File: config.mk
export PLATFORM = sky130hd
export DESIGN_NAME = handheld_bus_decode_and_latches_top_flat
export DESIGN_NICKNAME = d
export VERILOG_FILES = /design/src/hdl/hbdl_pkg.sv /design/src/hdl/hbdl_if.sv /design/src/hdl/hbdl_decode.sv /design/src/hdl/hbdl_latches.sv /design/src/hdl/handheld_bus_decode_and_latches_top.sv /design/src/flat_wrapper.sv
export SDC_FILE = /design/constraint.sdc
export NUM_CORES = 1
export LEC_CHECK = 0
export ABC_CLOCK_PERIOD_IN_PS = 3700
export BUFFER_PORTS_ARGS = -buffer_cell sky130_fd_sc_hd__buf_2
export CORE_AREA = 2 2 123 125
export DETAILED_ROUTE_END_ITERATION = 8
export DIE_AREA = 0 0 125 127
export GPL_TIMING_DRIVEN = 0
export SLEW_MARGIN = 20
export SYNTH_ARGS = -nofsm -noshare
export SYNTH_HDL_FRONTEND = slang
export SYNTH_SLANG_ARGS = --single-unit
File: constraint.sdc
create_clock -name i_clk -period 3.7 [get_ports i_clk]
set_input_delay 0.74 -clock i_clk [delete_from_list [all_inputs] [get_ports i_clk]]
set_output_delay 0.74 -clock i_clk [all_outputs]
set_load 0.02 [all_outputs]
File: src/hdl/hbdl_pkg.sv
// ----------------------------------------------------------------------------
// hbdl_pkg
// Types and constants shared by the handheld bus glue.
// ----------------------------------------------------------------------------
package hbdl_pkg;

    typedef enum logic [1:0] {
        OP_BUS_READ  = 2'd0,
        OP_BUS_WRITE = 2'd1,
        OP_PORT_READ = 2'd2,
        OP_KEY_EVENT = 2'd3
    } t_op;

    typedef enum logic [2:0] {
        TGT_NONE_ZERO = 3'd0,
        TGT_RAM       = 3'd1,
        TGT_ROM       = 3'd2,
        TGT_LCD       = 3'd3,
        TGT_NONE_FF   = 3'd4
    } t_target;

    // I/O window groups: (addr - 0x100) >> 6
    localparam logic [3:0] GRP_LCD      = 4'h2;
    localparam logic [3:0] GRP_STANDBY  = 4'h3;
    localparam logic [3:0] GRP_PULSE_ON = 4'h4;
    localparam logic [3:0] GRP_PULSE_OFF = 4'h5;
    localparam logic [3:0] GRP_BEEP_ON  = 4'h6;
    localparam logic [3:0] GRP_BEEP_OFF = 4'h7;
    localparam logic [3:0] GRP_SCAN_CLR = 4'h8;
    localparam logic [3:0] GRP_SCAN_INC = 4'h9;
    localparam logic [3:0] GRP_RAM_BANK = 4'hA;
    localparam logic [3:0] GRP_ROM_BANK = 4'hB;

    localparam logic [9:0]  IO_BASE_OFF      = 10'h100;
    localparam logic [9:0]  OFF_BANK_RESET   = 10'h260;
    localparam logic [9:0]  OFF_RAM_BANK_INC = 10'h2A0;
    localparam logic [9:0]  OFF_ROM_BANK_INC = 10'h2E0;
    localparam logic [16:0] BANK_WIN_BASE    = 17'h04000;

    localparam int          KEY_ROWS      = 7;
    localparam logic [2:0]  KEY_ROW_ON    = 3'd7;
    localparam logic [7:0]  KEY_COL_MASK  = 8'h7C;
    localparam logic [10:0] SCAN_ROW_BASE = 11'h07F;
    localparam logic [10:0] SCAN_ALL_ONES = 11'h7FF;

    typedef struct packed {
        t_op         op;
        logic [15:0] addr;
        logic [7:0]  write_byte;
        logic [2:0]  key_row;
        logic [7:0]  key_mask;
        logic        key_pressed;
    } t_in_item;

    typedef struct packed {
        t_target     target;
        logic [16:0] mem_offset;
        logic        is_write;
        logic [7:0]  write_data;
        logic        lcd_data_select;
        logic [7:0]  port_value;
        logic        beep;
        logic        nmi_enable;
    } t_out_item;

    typedef struct packed {
        logic [1:0]  ram_bank;
        logic [1:0]  rom_bank;
        logic [10:0] scan_counter;
        logic        pulse_on;
        logic        beeper_on;
        logic        nmi_on;
        logic        on_key_down;
    } t_ctl_state;

    typedef struct packed {
        logic       en;
        logic [2:0] row;
        logic [7:0] mask;
        logic       pressed;
    } t_key_update;

endpackage

File: src/hdl/hbdl_if.sv
// ----------------------------------------------------------------------------
// hbdl_if
// Valid/ready channels carrying input items and result items.
// ----------------------------------------------------------------------------
interface hbdl_in_if;
    import hbdl_pkg::*;
    logic     valid;
    logic     ready;
    t_in_item payload;

    modport source (output valid, output payload, input ready);
    modport sink   (input valid, input payload, output ready);
endinterface

interface hbdl_out_if;
    import hbdl_pkg::*;
    logic      valid;
    logic      ready;
    t_out_item payload;

    modport source (output valid, output payload, input ready);
    modport sink   (input valid, input payload, output ready);
endinterface

File: src/hdl/hbdl_decode.sv
// ----------------------------------------------------------------------------
// hbdl_decode
// Address decode, latch actions and key event handling for one beat.
// ----------------------------------------------------------------------------
module hbdl_decode #(
    parameter int RAM_BANK_PAGES = 4,
    parameter int ROM_BANK_PAGES = 3,
    parameter int RAM_BYTES      = 81920
) (
    input  hbdl_pkg::t_in_item    i_item,
    input  hbdl_pkg::t_ctl_state  i_state,
    input  logic [7:0]            i_port_value,
    output hbdl_pkg::t_out_item   o_result,
    output hbdl_pkg::t_ctl_state  o_next_state,
    output hbdl_pkg::t_key_update o_key_upd
);
    import hbdl_pkg::*;

    logic [9:0]  io_off;
    logic [3:0]  io_grp;
    logic [16:0] ram_off;
    logic [16:0] rom_off;
    logic        ram_fits;
    logic        wr_op;

    assign wr_op  = (i_item.op == OP_BUS_WRITE);
    assign io_off = i_item.addr[9:0] - IO_BASE_OFF;
    assign io_grp = io_off[9:6];

    // fixed RAM below 0x4000, banked window above
    assign ram_off = (!i_item.addr[14]) ? {1'b0, i_item.addr}
                   : {1'b0, i_state.ram_bank, 14'b0} + BANK_WIN_BASE
                     + {3'b0, i_item.addr[13:0]};
    assign ram_fits = ({1'b0, ram_off} < 18'(RAM_BYTES));

    // 0xC000 window is ROM page 1; banked window is page 0 or 2 + bank - 1
    assign rom_off = i_item.addr[14] ? BANK_WIN_BASE + {3'b0, i_item.addr[13:0]}
                   : (i_state.rom_bank == 2'd0) ? {3'b0, i_item.addr[13:0]}
                   : {1'b0, i_state.rom_bank, 14'b0} + BANK_WIN_BASE
                     + {3'b0, i_item.addr[13:0]};

    always_comb begin
        o_result     = '0;
        o_next_state = i_state;
        o_key_upd    = '0;
        case (i_item.op)
            OP_BUS_READ, OP_BUS_WRITE: begin
                if (i_item.addr[15:8] == 8'h00) begin
                    o_result.target = TGT_NONE_ZERO;
                end else if (i_item.addr[15:10] == 6'b0) begin
                    if (io_grp == GRP_LCD) begin
                        o_result.target          = TGT_LCD;
                        o_result.lcd_data_select = i_item.addr[0];
                        o_result.is_write        = wr_op;
                    end else begin
                        case (io_grp)
                            GRP_STANDBY:   o_next_state.nmi_on    = 1'b0;
                            GRP_PULSE_ON:  o_next_state.pulse_on  = 1'b1;
                            GRP_PULSE_OFF: o_next_state.pulse_on  = 1'b0;
                            GRP_BEEP_ON:   o_next_state.beeper_on = 1'b1;
                            GRP_BEEP_OFF:  o_next_state.beeper_on = 1'b0;
                            GRP_SCAN_CLR:  o_next_state.scan_counter = '0;
                            GRP_SCAN_INC: begin
                                if (io_off == OFF_BANK_RESET) begin
                                    o_next_state.ram_bank = '0;
                                    o_next_state.rom_bank = '0;
                                end else begin
                                    o_next_state.scan_counter = i_state.scan_counter + 11'd1;
                                end
                            end
                            GRP_RAM_BANK: begin
                                if (io_off == OFF_RAM_BANK_INC) begin
                                    if ({1'b0, i_state.ram_bank} + 3'd1 < 3'(RAM_BANK_PAGES))
                                        o_next_state.ram_bank = i_state.ram_bank + 2'd1;
                                end else begin
                                    o_next_state.nmi_on = 1'b1;
                                end
                            end
                            GRP_ROM_BANK: begin
                                if (io_off == OFF_ROM_BANK_INC) begin
                                    if ({1'b0, i_state.rom_bank} + 3'd1 < 3'(ROM_BANK_PAGES))
                                        o_next_state.rom_bank = i_state.rom_bank + 2'd1;
                                end else begin
                                    o_next_state.nmi_on = 1'b0;
                                end
                            end
                            default: o_next_state = i_state;
                        endcase
                    end
                end else if (!i_item.addr[15]) begin
                    if (ram_fits) begin
                        o_result.target     = TGT_RAM;
                        o_result.mem_offset = ram_off;
                        o_result.is_write   = wr_op;
                    end else begin
                        o_result.target = TGT_NONE_FF;
                    end
                end else begin
                    // ROM writes are dropped
                    o_result.target     = TGT_ROM;
                    o_result.mem_offset = rom_off;
                end
                o_result.write_data = o_result.is_write ? i_item.write_byte : 8'h00;
            end
            OP_PORT_READ: begin
                o_result.port_value = i_port_value;
            end
            OP_KEY_EVENT: begin
                if (i_item.key_row == KEY_ROW_ON) begin
                    o_next_state.on_key_down = i_item.key_pressed;
                end else begin
                    o_key_upd.en      = 1'b1;
                    o_key_upd.row     = i_item.key_row;
                    o_key_upd.mask    = i_item.key_mask;
                    o_key_upd.pressed = i_item.key_pressed;
                end
            end
            default: o_result = '0;
        endcase
        o_result.beep       = o_next_state.beeper_on;
        o_result.nmi_enable = o_next_state.nmi_on;
    end

endmodule

File: src/hdl/hbdl_latches.sv
// ----------------------------------------------------------------------------
// hbdl_latches
// Control latches, key matrix rows and keyboard port byte.
// ----------------------------------------------------------------------------
module hbdl_latches (
    input  logic                  i_clk,
    input  logic                  i_rst_n,
    input  logic                  i_step,
    input  hbdl_pkg::t_ctl_state  i_next_state,
    input  hbdl_pkg::t_key_update i_key_upd,
    output hbdl_pkg::t_ctl_state  o_state,
    output logic [7:0]            o_port_value
);
    import hbdl_pkg::*;

    t_ctl_state r_state;
    logic [7:0] r_key_rows [KEY_ROWS];
    logic [7:0] n_key_rows [KEY_ROWS];

    // key rows are active low: press clears, release sets
    always_comb begin
        for (int r = 0; r < KEY_ROWS; r++) begin
            if (i_key_upd.en && i_key_upd.row == 3'(r)) begin
                n_key_rows[r] = i_key_upd.pressed ? (r_key_rows[r] & ~i_key_upd.mask)
                                                  : (r_key_rows[r] | i_key_upd.mask);
            end else begin
                n_key_rows[r] = r_key_rows[r];
            end
        end
    end

    always_ff @(posedge i_clk) begin
        if (!i_rst_n) begin
            r_state <= '0;
            for (int r = 0; r < KEY_ROWS; r++) r_key_rows[r] <= 8'hFF;
        end else if (i_step) begin
            r_state <= i_next_state;
            for (int r = 0; r < KEY_ROWS; r++) r_key_rows[r] <= n_key_rows[r];
        end
    end

    // counter 0 scans all rows; 0x7F with one bit low selects that row
    always_comb begin
        logic [7:0] all_rows;
        logic [7:0] sel_row;
        logic       any_sel;
        logic [7:0] kb;
        all_rows = 8'hFF;
        sel_row  = 8'h00;
        any_sel  = 1'b0;
        for (int r = 0; r < KEY_ROWS; r++) begin
            all_rows = all_rows & r_key_rows[r];
            if (r_state.scan_counter == (SCAN_ROW_BASE & ~(11'd1 << r))) begin
                sel_row = sel_row | r_key_rows[r];
                any_sel = 1'b1;
            end
        end
        if (r_state.scan_counter == 11'd0)
            kb = all_rows & KEY_COL_MASK;
        else if (any_sel)
            kb = sel_row & KEY_COL_MASK;
        else
            kb = KEY_COL_MASK;
        kb[1] = r_state.pulse_on || (r_state.scan_counter == SCAN_ALL_ONES);
        kb[7] = r_state.on_key_down;
        o_port_value = kb;
    end

    assign o_state = r_state;

endmodule

File: src/hdl/handheld_bus_decode_and_latches_top.sv
// ----------------------------------------------------------------------------
// handheld_bus_decode_and_latches_top
// Bus glue of a small handheld: address decode, I/O latches, keyboard port.
// ----------------------------------------------------------------------------
// Usage:
//   i_in carries one beat per bus read, bus write, keyboard port read or key
//   event; o_out returns exactly one result beat per input beat, in order.
//   Both channels are valid/ready; a beat moves when both are high.
//   A beat taken on i_in is held in the input register, then moves into the
//   result register to be offered on o_out. Throughput: one beat per cycle,
//   unstalled, set by the single input register feeding one result register.
//   Latch, bank and key-row updates happen as a beat moves from the input
//   register into the result register, so each beat sees all earlier ones.
//   If the receiver stalls, the result register holds; one more beat waits
//   in the input register, then i_in.ready drops until o_out drains.
//   Reset (i_rst_n low, synchronous) empties both registers, clears banks,
//   counter and latches, and sets all key rows to released.
// ----------------------------------------------------------------------------
module handheld_bus_decode_and_latches_top #(
    parameter int RAM_BANK_PAGES = 4,
    parameter int ROM_BANK_PAGES = 3,
    parameter int RAM_BYTES      = 81920
) (
    input  logic              i_clk,
    input  logic              i_rst_n,
    hbdl_in_if.sink           i_in,
    hbdl_out_if.source        o_out
);
    import hbdl_pkg::*;

    // input register
    logic       r_in_valid;
    logic       n_in_valid;
    t_in_item   r_in;

    // result register
    logic       r_out_valid;
    logic       n_out_valid;
    t_out_item  r_out;

    logic        in_take;
    logic        step;     // beat moves input reg -> result reg
    t_out_item   result;
    t_ctl_state  cur_state;
    t_ctl_state  next_state;
    t_key_update key_upd;
    logic [7:0]  port_value;

    assign step    = r_in_valid && (!r_out_valid || o_out.ready);
    assign i_in.ready = !r_in_valid || step;
    assign in_take = i_in.valid && i_in.ready;

    assign n_in_valid  = in_take || (r_in_valid && !step);
    assign n_out_valid = step || (r_out_valid && !o_out.ready);

    always_ff @(posedge i_clk) begin
        if (!i_rst_n) begin
            r_in_valid  <= 1'b0;
            r_out_valid <= 1'b0;
        end else begin
            r_in_valid  <= n_in_valid;
            r_out_valid <= n_out_valid;
        end
    end

    // payload registers, no reset
    always_ff @(posedge i_clk) begin
        if (in_take) r_in <= i_in.payload;
        if (step)    r_out <= result;
    end

    hbdl_decode #(
        .RAM_BANK_PAGES (RAM_BANK_PAGES),
        .ROM_BANK_PAGES (ROM_BANK_PAGES),
        .RAM_BYTES      (RAM_BYTES)
    ) u_decode (
        .i_item       (r_in),
        .i_state      (cur_state),
        .i_port_value (port_value),
        .o_result     (result),
        .o_next_state (next_state),
        .o_key_upd    (key_upd)
    );

    hbdl_latches u_latches (
        .i_clk        (i_clk),
        .i_rst_n      (i_rst_n),
        .i_step       (step),
        .i_next_state (next_state),
        .i_key_upd    (key_upd),
        .o_state      (cur_state),
        .o_port_value (port_value)
    );

    assign o_out.valid   = r_out_valid;
    assign o_out.payload = r_out;

endmodule

File: src/flat_wrapper.sv
// flat-port wrapper written by rule: the top's interface ports become plain ports
module handheld_bus_decode_and_latches_top_flat import hbdl_pkg::*;
#(
    parameter int RAM_BANK_PAGES = 4,
    parameter int ROM_BANK_PAGES = 3,
    parameter int RAM_BYTES      = 81920
)
  (i_clk, i_rst_n, i_in_valid, i_in_payload, i_in_ready, o_out_valid, o_out_payload, o_out_ready);
  hbdl_in_if i_in_i ();
  hbdl_out_if o_out_i ();
  input  logic i_clk;
  input  logic i_rst_n;
  input wire logic [$bits(i_in_i.valid)-1:0] i_in_valid;
  input wire logic [$bits(i_in_i.payload)-1:0] i_in_payload;
  output wire logic [$bits(i_in_i.ready)-1:0] i_in_ready;
  output wire logic [$bits(o_out_i.valid)-1:0] o_out_valid;
  output wire logic [$bits(o_out_i.payload)-1:0] o_out_payload;
  input wire logic [$bits(o_out_i.ready)-1:0] o_out_ready;
  assign i_in_i.valid = i_in_valid;
  assign i_in_i.payload = i_in_payload;
  assign i_in_ready = i_in_i.ready;
  assign o_out_valid = o_out_i.valid;
  assign o_out_payload = o_out_i.payload;
  assign o_out_i.ready = o_out_ready;
  handheld_bus_decode_and_latches_top #(.RAM_BANK_PAGES(RAM_BANK_PAGES), .ROM_BANK_PAGES(ROM_BANK_PAGES), .RAM_BYTES(RAM_BYTES)) u_core (.i_clk(i_clk), .i_rst_n(i_rst_n), .i_in(i_in_i), .o_out(o_out_i));
endmodule
==> flow_metrics.env <==
export IMPL_r2r_cells=6
export IMPL_start_kind="flip-flop"
export IMPL_slowest_delay_ns=0.81
export IMPL_gr_total_overflow=0
export IMPL_slew_headroom=0.239
export IMPL_cts_setup_buffers=0
export IMPL_ctsResizeCount=0
export IMPL_cts_buffer_depth=2
export IMPL_worstSetupEndpointType="flip-flop"
export IMPL_worst_hold_slack_ns=0.471
export IMPL_post_route_cell_area_sq_um=7480
export IMPL_cts_tree="built"
export IMPL_area_growth_pct=21.0
export IMPL_fmax_mhz=351
export IMPL_drtAntennaViolNets=0
export IMPL_die_height_um=127
export IMPL_hpwl_um=10900
export IMPL_leakage_nw=2.48
export IMPL_cts_clk_slew_worst_paths_ns=0.06
export IMPL_hold_violations=0
export IMPL_regArea_sq_um=3690
export IMPL_crit_chain="clkbuf_1, nand2_1, inv_2, buf_12, nand3b_1, o21ai_0"
export IMPL_min_period_ns=2.85
export IMPL_yosysWarningCount=0
export IMPL_vias=4612
export IMPL_tightest_slew_ns=1.13
export IMPL_syn_area_sq_um=6180
export IMPL_die_area_sq_um=15900
export IMPL_die_w_um=125
export IMPL_seq_power_share=0.462
export IMPL_numClockSinks=130
export IMPL_clk_latency_ns=0.43
export IMPL_layout_drive_gt1_share=0.204
export IMPL_drv_cap=0
export IMPL_fill_cells=1325
export IMPL_switching_power_uw=782
export IMPL_min_from="u_core.u_latches.o_state[18]"
export IMPL_clockRootBuffer="clkbuf_16"
export IMPL_status="finished, final reports clean"
export IMPL_antenna_found_initial=0
export IMPL_synth_edf_count=109
export IMPL_routedWlPerCell_um=18.3
export IMPL_seq_area_frac_synth=0.598
export IMPL_hold_path_class="flip-flop to flip-flop"
export IMPL_yosys_register_bits=130
export IMPL_reg2reg_to="u_core.u_latches.r_key_rows[2][3]"
export IMPL_crit_buf_inv=3
export IMPL_path_class="flip-flop to flip-flop"
export IMPL_place_inst=783
export IMPL_fin_nets=668
export IMPL_drv_slew=0
export IMPL_intPower_mw=2.83
export IMPL_globalRouteTotalUtil=0.192
export IMPL_p_per_area_nw_per_um2=484
export IMPL_cts_made_buffers=17
export IMPL_crit_family="buffers and inverters"
export IMPL_p_clk_frac=0.482
export IMPL_vias_per_cell=5.66
export IMPL_peakVddDrop_mv=0.302
export IMPL_skew_ns=0.00925
export IMPL_ctsHoldBuffers=0
export IMPL_cp_slowest_cell="o21ai_0"
export IMPL_synthCells=518
export IMPL_path_max_fanout=27
export IMPL_cp_data_required_time_ns=3.74
export IMPL_stdcell_count=815
export IMPL_core_sq_um=14400
export IMPL_total_power_mw=3.61
export IMPL_drc=0
export IMPL_avgSynthCellArea_sq_um=11.9
export IMPL_setup_viol=0
export IMPL_grt_pass1_vias=4499
export IMPL_power_frac_comb=0.056
export IMPL_dr_pass1_iters=5
export IMPL_min_to="u_core.u_latches.o_state[18]"
export IMPL_syn_num_nets=568
export IMPL_multiInputGateArea_sq_um=2270
export IMPL_swShare=0.216
export IMPL_hold_depth=2
export IMPL_port_buffers=79
export IMPL_reg2reg_slack_ns=0.85
export IMPL_dpl_instance_area_sq_um=6860
export IMPL_worst_ep_arrival_time_ns=2.89
export IMPL_period_share=0.770
export IMPL_synth_top_flop_cell="edfxtp_1"
export IMPL_cts_max_level=4
export IMPL_rsz0062_at_grt="false"
export IMPL_grt_max_degree=28
export IMPL_initial_utilization=0.428
export IMPL_grt_pass1_wl_um=23900
export IMPL_placementRows=44
export IMPL_n_antenna_cell=0
export IMPL_drtIter0Drc=343
export IMPL_reg2reg_from="u_core.r_in_valid"
export IMPL_async_flop_share=0
export IMPL_ioPinCount=84
export IMPL_synth_cell_types=59
export IMPL_gp_congestion=0.909
export IMPL_routed_wl_um=14900
placed cells by master, fill, tap and decap left out, types with 8 or more instances in the layout:
cell and n:
a21o_1 30, a21oi_1 21, and2_1 25, buf_2 83, clkbuf_1 21, clkbuf_16 17, dfxtp_1 21, edfxtp_1 109
ha_1 8, inv_1 20, mux2i_1 13, nand2_1 24, nand3_1 19, nand3b_1 20, nand4_1 13, nor2_1 16
nor4_1 17, o211ai_1 22, o21ai_0 20
tightest hold or removal path: cells and delay by family, from the launching register on:
family | cells | cell delay, ns
simple gates | 1 | 0.05
mux | 1 | 0.06
flops | 1 | 0.31
layout make-up:
class,count,share of cell area
timing repair buffer,81,0.0592
clock inverter,14,0.0248
multi-input combinational,336,0.304
inverter,22,0.0110
clock buffer,18,0.0574
sequential,130,0.494
tap,184,0.0308
buffer,30,0.0184
registers in the layout, indices dropped and copies added, names as in the netlist:
signal / count
u_core.o_out.payload: 39
u_core.o_out.valid: 1
u_core.r_in: 35
u_core.r_in_valid: 1
u_core.u_latches.o_port_value: 1
u_core.u_latches.o_state: 18
u_core.u_latches.r_key_rows: 35
power groups by stage:
stage / sequential [mW] / clock, mW / combinational, mW
2_1_floorplan: 1.72 / 0 / 0.0898
3_3_place_gp: 1.70 / 0 / 0.191
3_5_place_dp: 1.70 / 0 / 0.203
4_1_cts: 1.67 / 1.77 / 0.203
5_1_grt: 1.68 / 1.83 / 0.218
6_report: 1.67 / 1.74 / 0.201
per-layer routing:
| layer | global-route usage | up-vias | share of wire |
|---|---|---|---|
| li1 | - | 2217 | - |
| met1 | 0.253 | 2243 | 0.45 |
| met2 | 0.317 | 130 | 0.48 |
| met3 | 0.0427 | 22 | 0.044 |
| met4 | 0.0680 | 0 | 0.018 |
| met5 | 0 | - | 0 |
cell families after synthesis:
family | count (synthesis) | share of synthesized area
other | 1 | 0.000607
AND/OR/NAND/NOR | 179 | 0.177
XOR/XNOR | 2 | 0.00284
AO/OA/AOI/OAI | 133 | 0.149
flip-flops | 130 | 0.598
adder cells (fa/ha/maj) | 8 | 0.0162
multiplexers | 13 | 0.0211
buffers and inverters | 52 | 0.0356
Yosys cell counts (all sizes together) (16+ instances only):
master / n / area, sq um
a21o: 30 / 225
a21oi: 21 / 105
and2: 27 / 169
clkbuf: 21 / 80.1
dfxtp: 21 / 420
edfxtp: 109 / 3270
inv: 21 / 78.8
nand2: 25 / 96.4
nand3: 19 / 95.1
nand3b: 20 / 150
nor2: 16 / 60.1
nor4: 18 / 128
o211ai: 22 / 165
o21ai: 25 / 125
worst max-delay path by stage:
stage          cells after the start  slack, ns              start                           endpoint
2_1_floorplan                      5       0.66        o_out_ready  u_core.u_latches.r_key_rows[0][2]
3_3_place_gp                       6      -0.57        o_out_ready  u_core.u_latches.r_key_rows[0][3]
3_5_place_dp                       7       0.36        o_out_ready  u_core.u_latches.r_key_rows[2][3]
4_1_cts                            6       0.76  u_core.r_in_valid  u_core.u_latches.r_key_rows[2][3]
5_1_grt                            6       0.57  u_core.r_in_valid  u_core.u_latches.r_key_rows[2][3]
6_report                           6       0.85  u_core.r_in_valid  u_core.u_latches.r_key_rows[2][3]
per-stage QoR:
| stage | worst slack, ns | util | TNS (ns) |
|---|---|---|---|
| 3_3_place_gp | -0.571 | 0.472 | -8.02 |
| 4_1_cts | 0.760 | 0.518 | 0 |
| 3_5_place_dp | 0.363 | 0.476 | 0 |
| 6_report | 0.849 | 0.518 | 0 |
| 5_1_grt | 0.574 | 0.518 | 0 |
| 2_1_floorplan | 0.663 | - | 0 |
No activity file was read; power rests on OpenSTA's default activity.
